<file path="config.mk">
export PLATFORM = sky130hd
export DESIGN_NAME = presence_confidence_tracker
export DESIGN_NICKNAME = d
export VERILOG_FILES = /design/src/pct_pkg.sv /design/src/pct_cfg.sv /design/src/pct_core.sv /design/src/presence_confidence_tracker.sv
export SDC_FILE = /design/constraint.sdc
export NUM_CORES = 1
export LEC_CHECK = 0
export BUFFER_PORTS_ARGS = -buffer_cell sky130_fd_sc_hd__buf_2
export CAP_MARGIN = 20
export CORE_UTILIZATION = 30
export CTS_CLUSTER_DIAMETER = 200
export DETAILED_ROUTE_END_ITERATION = 16
export GPL_TIMING_DRIVEN = 0
export HOLD_SLACK_MARGIN = 0.03
export PLACE_DENSITY = 0.53
export SETUP_SLACK_MARGIN = 0.4
export SYNTH_ARGS = -nofsm -noshare
export SYNTH_HDL_FRONTEND = slang
export SYNTH_SLANG_ARGS = --single-unit
</file>
<file path="constraint.sdc">
create_clock -name clk -period 17.2 [get_ports clk]
set_input_delay 3.44 -clock clk [delete_from_list [all_inputs] [get_ports clk]]
set_output_delay 3.44 -clock clk [all_outputs]
set_load 0.02 [all_outputs]
</file>
<file path="src/pct_pkg.sv">
// shared types and constants for the presence confidence tracker
`timescale 1ns / 1ps

package pct_pkg;

  // confidence format, Q1.16
  localparam int CONF_W = 17;
  localparam logic [CONF_W-1:0] Q_ONE = 17'd65536;

  // presence states
  localparam int STATE_W = 3;
  localparam logic [STATE_W-1:0] ST_NONE        = 3'd0;
  localparam logic [STATE_W-1:0] ST_COUNT_IN    = 3'd1;
  localparam logic [STATE_W-1:0] ST_FOUND_FIRST = 3'd2;
  localparam logic [STATE_W-1:0] ST_FOUND       = 3'd3;
  localparam logic [STATE_W-1:0] ST_COUNT_OUT   = 3'd4;

  // item opcodes
  localparam int OP_W = 2;
  localparam logic [OP_W-1:0] OP_UPDATE     = 2'd0;
  localparam logic [OP_W-1:0] OP_CLEAR_MARK = 2'd1;
  localparam logic [OP_W-1:0] OP_RESET_CNT  = 2'd2;

  // configuration register indexes
  localparam int CFG_IDX_W  = 3;
  localparam int CFG_DATA_W = 32;
  localparam logic [CFG_IDX_W-1:0] REG_FADE_RATE   = 3'd0;
  localparam logic [CFG_IDX_W-1:0] REG_ADD_AMOUNT  = 3'd1;
  localparam logic [CFG_IDX_W-1:0] REG_GATE_START  = 3'd2;
  localparam logic [CFG_IDX_W-1:0] REG_GATE_STOP   = 3'd3;
  localparam logic [CFG_IDX_W-1:0] REG_SEE_TIME    = 3'd4;
  localparam logic [CFG_IDX_W-1:0] REG_FORGET_TIME = 3'd5;

  // configuration reset values
  localparam logic [15:0] FADE_RATE_RST   = 16'd62259;
  localparam logic [16:0] ADD_AMOUNT_RST  = 17'd6554;
  localparam logic [16:0] GATE_START_RST  = 17'd42598;
  localparam logic [16:0] GATE_STOP_RST   = 17'd26214;
  localparam logic [31:0] SEE_TIME_RST    = 32'd1000;
  localparam logic [31:0] FORGET_TIME_RST = 32'd1000;

  // active configuration
  typedef struct packed {
    logic [15:0] fade_rate;
    logic [16:0] add_amount;
    logic [16:0] gate_start;
    logic [16:0] gate_stop;
    logic [31:0] see_time_ms;
    logic [31:0] forget_time_ms;
  } pct_cfg_t;

  // one result item
  typedef struct packed {
    logic [CONF_W-1:0]  confidence_level;
    logic               first_seen;
    logic               seeing_face;
    logic [STATE_W-1:0] face_state;
  } pct_res_t;

endpackage

</file>
<file path="src/pct_cfg.sv">
// configuration register file for the presence confidence tracker
`timescale 1ns / 1ps

module pct_cfg (
  input  logic                      clk,
  input  logic                      rst,
  input  logic                      wr_en,
  input  logic [pct_pkg::CFG_IDX_W-1:0]  wr_index,
  input  logic [pct_pkg::CFG_DATA_W-1:0] wr_data,
  output pct_pkg::pct_cfg_t         cfg
);
  import pct_pkg::*;

  // register writes by index, unknown indexes dropped
  always_ff @(posedge clk) begin
    if (rst) begin
      cfg.fade_rate      <= FADE_RATE_RST;
      cfg.add_amount     <= ADD_AMOUNT_RST;
      cfg.gate_start     <= GATE_START_RST;
      cfg.gate_stop      <= GATE_STOP_RST;
      cfg.see_time_ms    <= SEE_TIME_RST;
      cfg.forget_time_ms <= FORGET_TIME_RST;
    end else if (wr_en) begin
      case (wr_index)
        REG_FADE_RATE:   cfg.fade_rate      <= wr_data[15:0];
        REG_ADD_AMOUNT:  cfg.add_amount     <= wr_data[16:0];
        REG_GATE_START:  cfg.gate_start     <= wr_data[16:0];
        REG_GATE_STOP:   cfg.gate_stop      <= wr_data[16:0];
        REG_SEE_TIME:    cfg.see_time_ms    <= wr_data;
        REG_FORGET_TIME: cfg.forget_time_ms <= wr_data;
        default: ;
      endcase
    end
  end

endmodule

</file>
<file path="src/pct_core.sv">
// confidence decay, hysteresis gates and presence state machine
`timescale 1ns / 1ps

module pct_core (
  input  logic                        clk,
  input  logic                        rst,
  input  logic                        en,
  input  logic [pct_pkg::OP_W-1:0]    opcode,
  input  logic                        face_detected,
  input  logic [31:0]                 now_ms,
  input  pct_pkg::pct_cfg_t           cfg,
  output pct_pkg::pct_res_t           res
);
  import pct_pkg::*;

  logic [CONF_W-1:0]  conf;
  logic [CONF_W-1:0]  conf_next;
  logic [STATE_W-1:0] state;
  logic [STATE_W-1:0] state_next;
  logic [31:0]        look_start;
  logic [31:0]        look_start_next;
  logic [31:0]        forget_start;
  logic [31:0]        forget_start_next;

  logic [32:0]        prod;
  logic [CONF_W-1:0]  decayed;
  logic [CONF_W:0]    sum;
  logic [CONF_W:0]    c;
  logic               ge_start;
  logic               le_stop;
  logic [31:0]        look_elapsed;
  logic [31:0]        forget_elapsed;

  // decay, optional add, clamp to one
  always_comb begin
    prod    = {16'd0, conf} * {17'd0, cfg.fade_rate};
    decayed = prod[32:16];
    sum     = {1'b0, decayed} + {1'b0, cfg.add_amount};
    if (face_detected) begin
      c = (sum > {1'b0, Q_ONE}) ? {1'b0, Q_ONE} : sum;
    end else begin
      c = {1'b0, decayed};
    end
    ge_start       = c >= {1'b0, cfg.gate_start};
    le_stop        = c <= {1'b0, cfg.gate_stop};
    look_elapsed   = now_ms - look_start;
    forget_elapsed = now_ms - forget_start;
  end

  // next state per opcode
  always_comb begin
    conf_next         = conf;
    state_next        = state;
    look_start_next   = look_start;
    forget_start_next = forget_start;
    case (opcode)
      OP_UPDATE: begin
        conf_next = c[CONF_W-1:0];
        if (ge_start) begin
          case (state)
            ST_NONE: begin
              look_start_next = now_ms;
              state_next      = ST_COUNT_IN;
            end
            ST_COUNT_OUT: state_next = ST_FOUND;
            ST_COUNT_IN: begin
              if (look_elapsed > cfg.see_time_ms) state_next = ST_FOUND_FIRST;
            end
            ST_FOUND_FIRST: state_next = ST_FOUND;
            default: ;
          endcase
        end else if (le_stop) begin
          case (state)
            ST_FOUND, ST_FOUND_FIRST: begin
              forget_start_next = now_ms;
              state_next        = ST_COUNT_OUT;
            end
            ST_COUNT_IN: state_next = ST_NONE;
            ST_COUNT_OUT: begin
              if (forget_elapsed > cfg.forget_time_ms) state_next = ST_NONE;
            end
            default: ;
          endcase
        end
      end
      OP_CLEAR_MARK: begin
        if (state == ST_FOUND_FIRST) state_next = ST_FOUND;
      end
      OP_RESET_CNT: begin
        conf_next         = '0;
        state_next        = ST_NONE;
        look_start_next   = now_ms;
        forget_start_next = now_ms;
      end
      default: ;
    endcase
  end

  // tracker state
  always_ff @(posedge clk) begin
    if (rst) begin
      conf         <= '0;
      state        <= ST_NONE;
      look_start   <= '0;
      forget_start <= '0;
    end else if (en) begin
      conf         <= conf_next;
      state        <= state_next;
      look_start   <= look_start_next;
      forget_start <= forget_start_next;
    end
  end

  // result from the state after this item
  assign res.face_state       = state_next;
  assign res.seeing_face      = (state_next == ST_FOUND_FIRST) || (state_next == ST_FOUND);
  assign res.first_seen       = state_next == ST_FOUND_FIRST;
  assign res.confidence_level = conf_next;

  // confidence never rises above one
  assert property (@(posedge clk) disable iff (rst) conf <= Q_ONE)
    else $error("confidence above one");

  // reset counters clears confidence and state
  assert property (@(posedge clk) disable iff (rst)
    (en && opcode == OP_RESET_CNT) |=> (conf == '0 && state == ST_NONE))
    else $error("reset counters did not clear state");

  // found first is entered only from counting in
  assert property (@(posedge clk) disable iff (rst)
    (state == ST_FOUND_FIRST) |->
      ($past(state) == ST_COUNT_IN || $past(state) == ST_FOUND_FIRST))
    else $error("found first entered from wrong state");

  // state only moves when an item is processed
  assert property (@(posedge clk) disable iff (rst)
    !en |=> $stable(state) && $stable(conf))
    else $error("state changed without an item");

endmodule

</file>
<file path="src/presence_confidence_tracker.sv">
// top level: item input register, tracker core and result register
// an item passes the input register and then the result register before its result is valid
// throughput: one item per cycle while the result side accepts; the update, gate and state decision are combinational
// the decay multiply (17 x 16 bits) and gate compares set the critical path
// reset (rst, synchronous, active high) empties both registers, restores the
// default configuration and clears confidence, state and start times
`timescale 1ns / 1ps

module presence_confidence_tracker (
  input  logic        clk,
  input  logic        rst,
  // item input
  input  logic        s_axis_tvalid,
  output logic        s_axis_tready,
  input  logic [39:0] s_axis_tdata,   // face_detected[0], now_ms[32:1], zero pad
  input  logic [1:0]  s_axis_tuser,   // opcode[1:0]
  // result output
  output logic        m_axis_tvalid,
  input  logic        m_axis_tready,
  output logic [23:0] m_axis_tdata,   // face_state[2:0], seeing_face[3], first_seen[4],
                                      // confidence_level[21:5], zero pad
  // configuration writes
  input  logic        cfg_valid,
  output logic        cfg_ready,
  input  logic [pct_pkg::CFG_IDX_W-1:0]  cfg_index,
  input  logic [pct_pkg::CFG_DATA_W-1:0] cfg_data
);
  import pct_pkg::*;

  pct_cfg_t         cfg;
  pct_res_t         res;
  pct_res_t         res_q;

  logic             in_v;
  logic [OP_W-1:0]  in_op;
  logic             in_det;
  logic [31:0]      in_now;
  logic             out_v;
  logic             advance;

  assign cfg_ready = 1'b1;

  pct_cfg u_cfg (
    .clk      (clk),
    .rst      (rst),
    .wr_en    (cfg_valid & cfg_ready),
    .wr_index (cfg_index),
    .wr_data  (cfg_data),
    .cfg      (cfg)
  );

  // item moves to the result register when that register is free or drains
  assign advance       = in_v && (!out_v || m_axis_tready);
  assign s_axis_tready = !in_v || advance;

  // input register
  always_ff @(posedge clk) begin
    if (rst) begin
      in_v <= 1'b0;
    end else if (s_axis_tready) begin
      in_v <= s_axis_tvalid;
    end
  end

  always_ff @(posedge clk) begin
    if (s_axis_tready && s_axis_tvalid) begin
      in_op  <= s_axis_tuser;
      in_det <= s_axis_tdata[0];
      in_now <= s_axis_tdata[32:1];
    end
  end

  pct_core u_core (
    .clk           (clk),
    .rst           (rst),
    .en            (advance),
    .opcode        (in_op),
    .face_detected (in_det),
    .now_ms        (in_now),
    .cfg           (cfg),
    .res           (res)
  );

  // result register
  always_ff @(posedge clk) begin
    if (rst) begin
      out_v <= 1'b0;
    end else if (advance) begin
      out_v <= 1'b1;
    end else if (m_axis_tready) begin
      out_v <= 1'b0;
    end
  end

  always_ff @(posedge clk) begin
    if (advance) begin
      res_q <= res;
    end
  end

  assign m_axis_tvalid = out_v;
  assign m_axis_tdata  = {2'b00, res_q};

  // a processed item always shows up as a result next cycle
  assert property (@(posedge clk) disable iff (rst) advance |=> m_axis_tvalid)
    else $error("processed item lost");

endmodule

</file>
==> results of run 1 <==
layout make-up:
cell class                      instances  area [um^2]
Clock inverter                         14          215
Inverter                              438         1640
Timing Repair Buffer                   99          510
Buffer                                123          514
Multi-Input combinational cell       2141        16800
Sequential cell                       274         6060
Tap cell                             1070         1340
Fill cell                            8645        54200
Clock buffer                           49          988
kinds of logic (layout without fill, tap and decap cells):
| group | count (synthesis) | after routing |
|---|---|---|
| mux | 34 | 34 |
| fa+ha+maj | 490 | 490 |
| flops | 274 | 274 |
| compound gates | 563 | 563 |
| buf+inv | 561 | 723 |
| other cells | 2 | 3 |
| simple gates | 969 | 969 |
| xor+xnor | 82 | 82 |
worst max-delay path: cells and delay by family (launching register included):
kind                       cells  cell delay (ns)
and+or+nand+nor                7             1.20
DFF                            1             0.30
adders and majority gates      9             3.93
xor gates and xnor gates       1             0.35
buffers and inverters         10             2.64
AOI/OAI and AO/OA             16             4.33
cell usage in the layout, fill, tap and decap left out, types with 21 or more instances in the layout:
cell type	netlist	layout
o21ai_0	67	67
mux2i_1	34	34
edfxtp_1	57	57
nand4_1	27	27
dfxtp_1	217	217
nor3_1	28	28
clkbuf_1	106	113
a21o_1	59	59
nor2b_1	21	21
ha_1	280	280
clkbuf_16	0	35
buf_2	8	106
fa_1	210	210
xor2_1	29	29
nor2_1	109	109
inv_1	437	437
nand3_1	58	58
o211ai_1	41	41
a21oi_1	230	230
nand2_1	534	534
and2_1	134	133
xnor2_1	51	51
how the worst min path moves through the flow:
stage / startpoint / to / cells after the start
after floorplan: u_cfg.cfg[10]$_SDFFE_PP0P_ / u_cfg.cfg[10]$_SDFFE_PP0P_ / 2
after global placement: u_core.look_start[18]$_SDFFE_PP0P_ / u_core.look_start[18]$_SDFFE_PP0P_ / 2
after detailed placement: u_core.look_start[26]$_SDFFE_PP0P_ / u_core.look_start[26]$_SDFFE_PP0P_ / 2
after CTS: u_core.look_start[26]$_SDFFE_PP0P_ / u_core.look_start[26]$_SDFFE_PP0P_ / 2
after global routing: u_cfg.cfg[13]$_SDFFE_PP0P_ / u_cfg.cfg[13]$_SDFFE_PP0P_ / 2
final: u_core.look_start[18]$_SDFFE_PP0P_ / u_core.look_start[18]$_SDFFE_PP0P_ / 2
metal layers:
layer / vias to the layer above / track usage (%)
met4: 10 / 4.79
met3: 115 / 3.46
met2: 474 / 30.0
li1: 10100 / -
met5: - / 0
met1: 9719 / 23.1
stage by stage:
stage / area [um^2] / instances
after floorplan: 25000 / 2976
after global placement: 26800 / 4144
after detailed placement: 26800 / 4145
after CTS: 28000 / 4208
after global routing: 28000 / 4208
final: 28000 / 4208
power by group:
| part | switching (mW) | internal (mW) | leakage, nW | total [mW] |
|---|---|---|---|---|
| sequential | 0.0171 | 0.677 | 2.31 | 0.694 |
| clock | 0.314 | 0.465 | 0.587 | 0.779 |
| combinational | 0.239 | 0.149 | 9.22 | 0.388 |
sequential cells by signal (all words and copies together) (netlist names):
name	cells
m_axis_tvalid	1
in_op	2
u_core.forget_start	32
in_now	32
u_core.conf	17
u_core.state	3
in_v	1
u_core.look_start	32
in_det	1
u_cfg.cfg	131
m_axis_tdata	22
==> results.yml, run 1 <==
timing:
  post-route-min-period_ns: 12.86
  clock.fmax_mhz: 77.8
  final.setup.worst_slack_ns: 4.34
  period_share_pct: 74.8
  setup_tns_ns: 0
  relSlewSlack_pct: 25.8
  hold_viol: 0
  tightest_slew_ns: 1.11
  slew_violations: 0
  setup_viol: 0
  fin_skew_ns: 0.0254
  rsz0062_at_grt: "no"
  whs_ns: 0.452
routing:
  ant_nets: 0
  drt-met1-wl_mm: 33.6
  vias: 20400
  wl_per_cell_um: 17.9
  drtIter0Drc: 1120
  wl_met3_mm: 4.52
  top_layer_used: "met5"
  drtPass1Iterations: 5
  viasPerCell: 4.85
  wl_mm: 75.3
  met2WireLength_mm: 35.2
  drc: 0
setup_path:
  worst_ep_arrival_time_ns: 13.35
  reg2reg_depth: 43
  crit_end: "u_core.look_start[23]$_SDFFE_PP0P_"
  cp_common_cell: "fa_1"
  cpPeakStageDelay_ns: 0.65
  rr_endpoint: "u_core.look_start[23]$_SDFFE_PP0P_"
  r2r-start: "u_core.conf[11]$_SDFFE_PP0P_"
  path_class: "flip-flop to flip-flop"
  cp-start-kind: "flip-flop"
  critPathSlowestCell: "clkbuf_1"
  cp_max_fo: 10
  r2r_slack_ns: 4.34
  critPathRequiredTime_ns: 17.69
  setup.worst_path.start: "u_core.conf[11]$_SDFFE_PP0P_"
  end_kind: "flip-flop"
logic_synthesis:
  ys_top_cells_by_count: "nand2_1 (534), inv_1 (437), ha_1 (280), a21oi_1 (230), dfxtp_1 (217)"
  synth_area_um2: 25000
  synth-compound-area-share_pct: 14.5
  yosysUniqueCellTypes: 80
  synth_cells: 2975
  synth-simple-area-share_pct: 17.5
  yosysSeqAreaShare_pct: 24.2
  ys_ff_latch: 274
  synth_top_area_cell: "dfxtp_1"
  synth_xor_xnor_area_share_pct: 2.93
  yosys_warnings: 0
  synth.area.mux_share_pct: 1.36
  yosysMostFrequentCell: "nand2_1"
  synth_area_leaders: "dfxtp_1 (17%), fa_1 (17%), ha_1 (14%)"
  synth_edf_count: 57
  synth_top_family_by_area: "adder cells"
  async_flop_share_pct: 0
  synthAdderAreaFrac_pct: 30.8
  syn_area_per_cell_um2: 8.40
  synth_top_area_share_pct: 17.4
  synth_ff_type: "dfxtp_1"
clocking:
  ctsHoldBuffers: 0
  cts_max_path_buffers: 3
  clkSlewWorstSetupHoldPaths_ns: 0.06
  cts_tree: "yes"
  cts_sinks: 274
  clock_latency_ns: 0.57
  cts_max_level: 2
  cts_made_buffers: 35
  cts_resized: 0
  cts_root_buffer: "clkbuf_16"
  postCtsSetupBuffers: 0
placement:
  pre_cts_slack_ns: 4.46
  globalplace.congestion: 0.879
  hpwl_mm: 60.6
  port_buffers: 98
global_route:
  antenna_found_initial: 6
  grt_max_degree: 31
  overflow: 0
  grt_use_total_pct: 17.8
  grt_pass1_vias: 19900
  grt_pass1_wl_mm: 116
final_layout:
  antenna_cells: 0
  final_layout_size_suffix_gt1_share_pct: 6.25
  post-route-util_pct: 34.1
  syn2layout_area_growth_pct: 12.2
  final_nets: 3684
floorplan:
  die_y_um: 291
  core.rowCount: 105
  dieArea_um2: 84400
  start_util_pct: 30.4
  die_x_um: 291
  core_area_um2: 82200
  top_level_ports: 109
run_status:
  outcome: "finished, final reports clean"
min_path:
  holdCritPathClass: "flip-flop to flip-flop"
pwr:
  leakage_nw: 12.1
  power_density_nw_per_um2: 66.4
  p_total_mw: 1.86
  ir_drop_mv: 0.0766
flow_run:
  max_cap_violations: 0
Note: power is estimated with default switching activity, not from simulation.
==> run 2: changes to the inputs <==
clock period = 12.22 ns   (was 17.2 ns; I/O delays follow)
==> results.yml, run 2 (synthesis gave the netlist of run 1 again) <==
global_route:
  grt_pass1_vias: 20000
  grt_max_degree: 31
  grt_pass1_wl_mm: 116
  grt_use_total_pct: 17.8
  overflow: 0
  antenna_found_initial: 6
timing:
  hold_viol: 0
  clock.fmax_mhz: 88.6
  period_share_pct: 92.3
  setup_viol: 0
  post-route-min-period_ns: 11.28
  slew_violations: 0
  tightest_slew_ns: 1.11
  setup_tns_ns: 0
  rsz0062_at_grt: "yes"
  fin_skew_ns: 0.0240
  relSlewSlack_pct: 25.8
routing:
  wl_mm: 75.5
  ant_nets: 0
  drtIter0Drc: 1163
  viasPerCell: 4.84
  drtPass1Iterations: 5
  wl_per_cell_um: 17.9
  drc: 0
  vias: 20400
setup_path:
  cpPeakStageDelay_ns: 0.56
  cp_max_fo: 10
  r2r-start: "u_cfg.cfg[126]$_SDFFE_PP0P_"
  end_kind: "flip-flop"
  r2r_slack_ns: 0.94
  reg2reg_depth: 43
  rr_endpoint: "u_core.forget_start[25]$_SDFFE_PP0P_"
  cp_common_cell: "fa_1"
  cp-start-kind: "flip-flop"
  path_class: "flip-flop to flip-flop"
  critPathRequiredTime_ns: 12.65
  critPathSlowestCell: "fa_1"
  worst_ep_arrival_time_ns: 11.71
clocking:
  clock_latency_ns: 0.57
  cts_max_level: 2
  ctsHoldBuffers: 0
  cts_tree: "yes"
  clkSlewWorstSetupHoldPaths_ns: 0.06
  cts_sinks: 274
  cts_made_buffers: 35
  cts_max_path_buffers: 3
  cts_root_buffer: "clkbuf_16"
min_path:
  holdCritPathClass: "flip-flop to flip-flop"
  min_to: "u_core.look_start[16]$_SDFFE_PP0P_"
  min_path_cells: 2
  min_from: "u_core.look_start[16]$_SDFFE_PP0P_"
placement:
  globalplace.congestion: 0.879
  hpwl_mm: 60.6
  port_buffers: 98
  placed_area_um2: 26800
floorplan:
  start_util_pct: 30.4
  core.rowCount: 105
  die_y_um: 291
  die_x_um: 291
  dieArea_um2: 84400
  core_area_um2: 82200
  top_level_ports: 109
final_layout:
  largest_reg_flops: 131
  final_cell_area_um2: 28300
  antenna_cells: 0
  final_nets: 3688
  top_register: "u_cfg.cfg"
  final_layout_size_suffix_gt1_share_pct: 8.78
  syn2layout_area_growth_pct: 13.1
  final_common_cell: "nand2_1"
  final_cell_mix: "nand2_1 (534), inv_1 (437), ha_1 (280)"
  fillCellCount: 8631
pwr:
  power_switching_uw: 804
  power_frac_comb_pct: 21.0
  p_clk_share_pct: 41.8
  internal-power_mw: 1.82
  leakage_nw: 12.3
  ir_drop_mv: 0.108
  power_density_nw_per_um2: 92.8
  swShare_pct: 30.6
  seq_power_share_pct: 37.3
flow_run:
  max_cap_violations: 0
run_status:
  outcome: "finished, final reports clean"
==> run 2: cell types whose count changed in the layout (fill, tap and decap cells not counted), moves of 2 or more <==
cell and delta:
clkbuf_1 -45, clkbuf_2 +30, dfxtp_1 -18, dfxtp_2 +18, buf_4 +8, clkbuf_4 +8, o21ai_0 -4, buf_2 +3
o21ai_1 +3, a21oi_1 -2, a21oi_2 +2, a31oi_1 -2, a31oi_2 +2
==> run 2: worst max-delay path, delay by kind of cell (launching register included) <==
family / cells / cell delay, ns
buffers and inverters: 10 / 1.76
DFF: 1 / 0.53
AOI/OAI and AO/OA: 13 / 2.92
xor gates and xnor gates: 1 / 0.28
and+or+nand+nor: 9 / 1.32
muxes: 1 / 0.20
adders and majority gates: 9 / 4.09
==> run 2: worst max-delay path by stage <==
stage	startpoint	end	slack, ns
2_1_floorplan	u_core.conf[8]$_SDFFE_PP0P_	u_core.forget_start[1]$_SDFFE_PP0P_	2.21
3_3_place_gp	u_core.conf[12]$_SDFFE_PP0P_	u_core.look_start[24]$_SDFFE_PP0P_	-0.59
3_5_place_dp	u_core.conf[12]$_SDFFE_PP0P_	u_core.look_start[22]$_SDFFE_PP0P_	-0.52
4_1_cts	u_core.conf[12]$_SDFFE_PP0P_	u_core.forget_start[27]$_SDFFE_PP0P_	0.41
5_1_grt	u_cfg.cfg[125]$_SDFFE_PP0P_	u_core.forget_start[28]$_SDFFE_PP0P_	0.36
6_report	u_cfg.cfg[126]$_SDFFE_PP0P_	u_core.forget_start[25]$_SDFFE_PP0P_	0.94
==> run 2: cell type report <==
cell class | count | area (um^2) | area share [%]
Buffer | 123 | 601 | 2.12
Clock buffer | 49 | 988 | 3.50
Clock inverter | 14 | 215 | 0.761
Inverter | 438 | 1640 | 5.82
Multi-Input combinational cell | 2141 | 16900 | 59.7
Sequential cell | 274 | 6080 | 21.5
Tap cell | 1070 | 1340 | 4.74
Timing Repair Buffer | 103 | 541 | 1.91
==> run 2: what timing repair did <==
action	in CTS	in global routing
setup endpoints to repair	72	72
pin swaps	3	2
gates cloned	0	0
resized for setup	54	58
setup buffers	1	3
==> run 2: metal layers <==
layer | up-vias | global-route usage [%] | share of wire [%]
li1 | 10100 | - | -
met1 | 9715 | 23.1 | 44
met2 | 460 | 30.1 | 47
met3 | 99 | 3.44 | 6.0
met4 | 10 | 4.79 | 2.3
met5 | - | 0 | 0.078
==> run 2: per-stage QoR <==
step	utilization (%)	std cells	power, mW	hold slack [ns]	setup slack, ns
final	34.4	4212	2.62	0.453	0.938
after global routing	34.4	4212	2.76	0.471	0.360
after CTS	34.2	4209	2.65	0.455	0.415
after detailed placement	32.6	4145	1.54	0.447	-0.520
after global placement	32.6	4144	1.54	0.441	-0.587
after floorplan	-	2976	1.36	0.436	2.21
==> run 2: power by group through the flow <==
stage	Clock [mW]	Combinational, mW	Sequential [mW]
finish	1.10	0.551	0.978
global route	1.16	0.618	0.981
CTS	1.13	0.548	0.978
detailed placement	0	0.542	0.997
global placement	0	0.541	0.997
floorplan	0	0.373	0.991
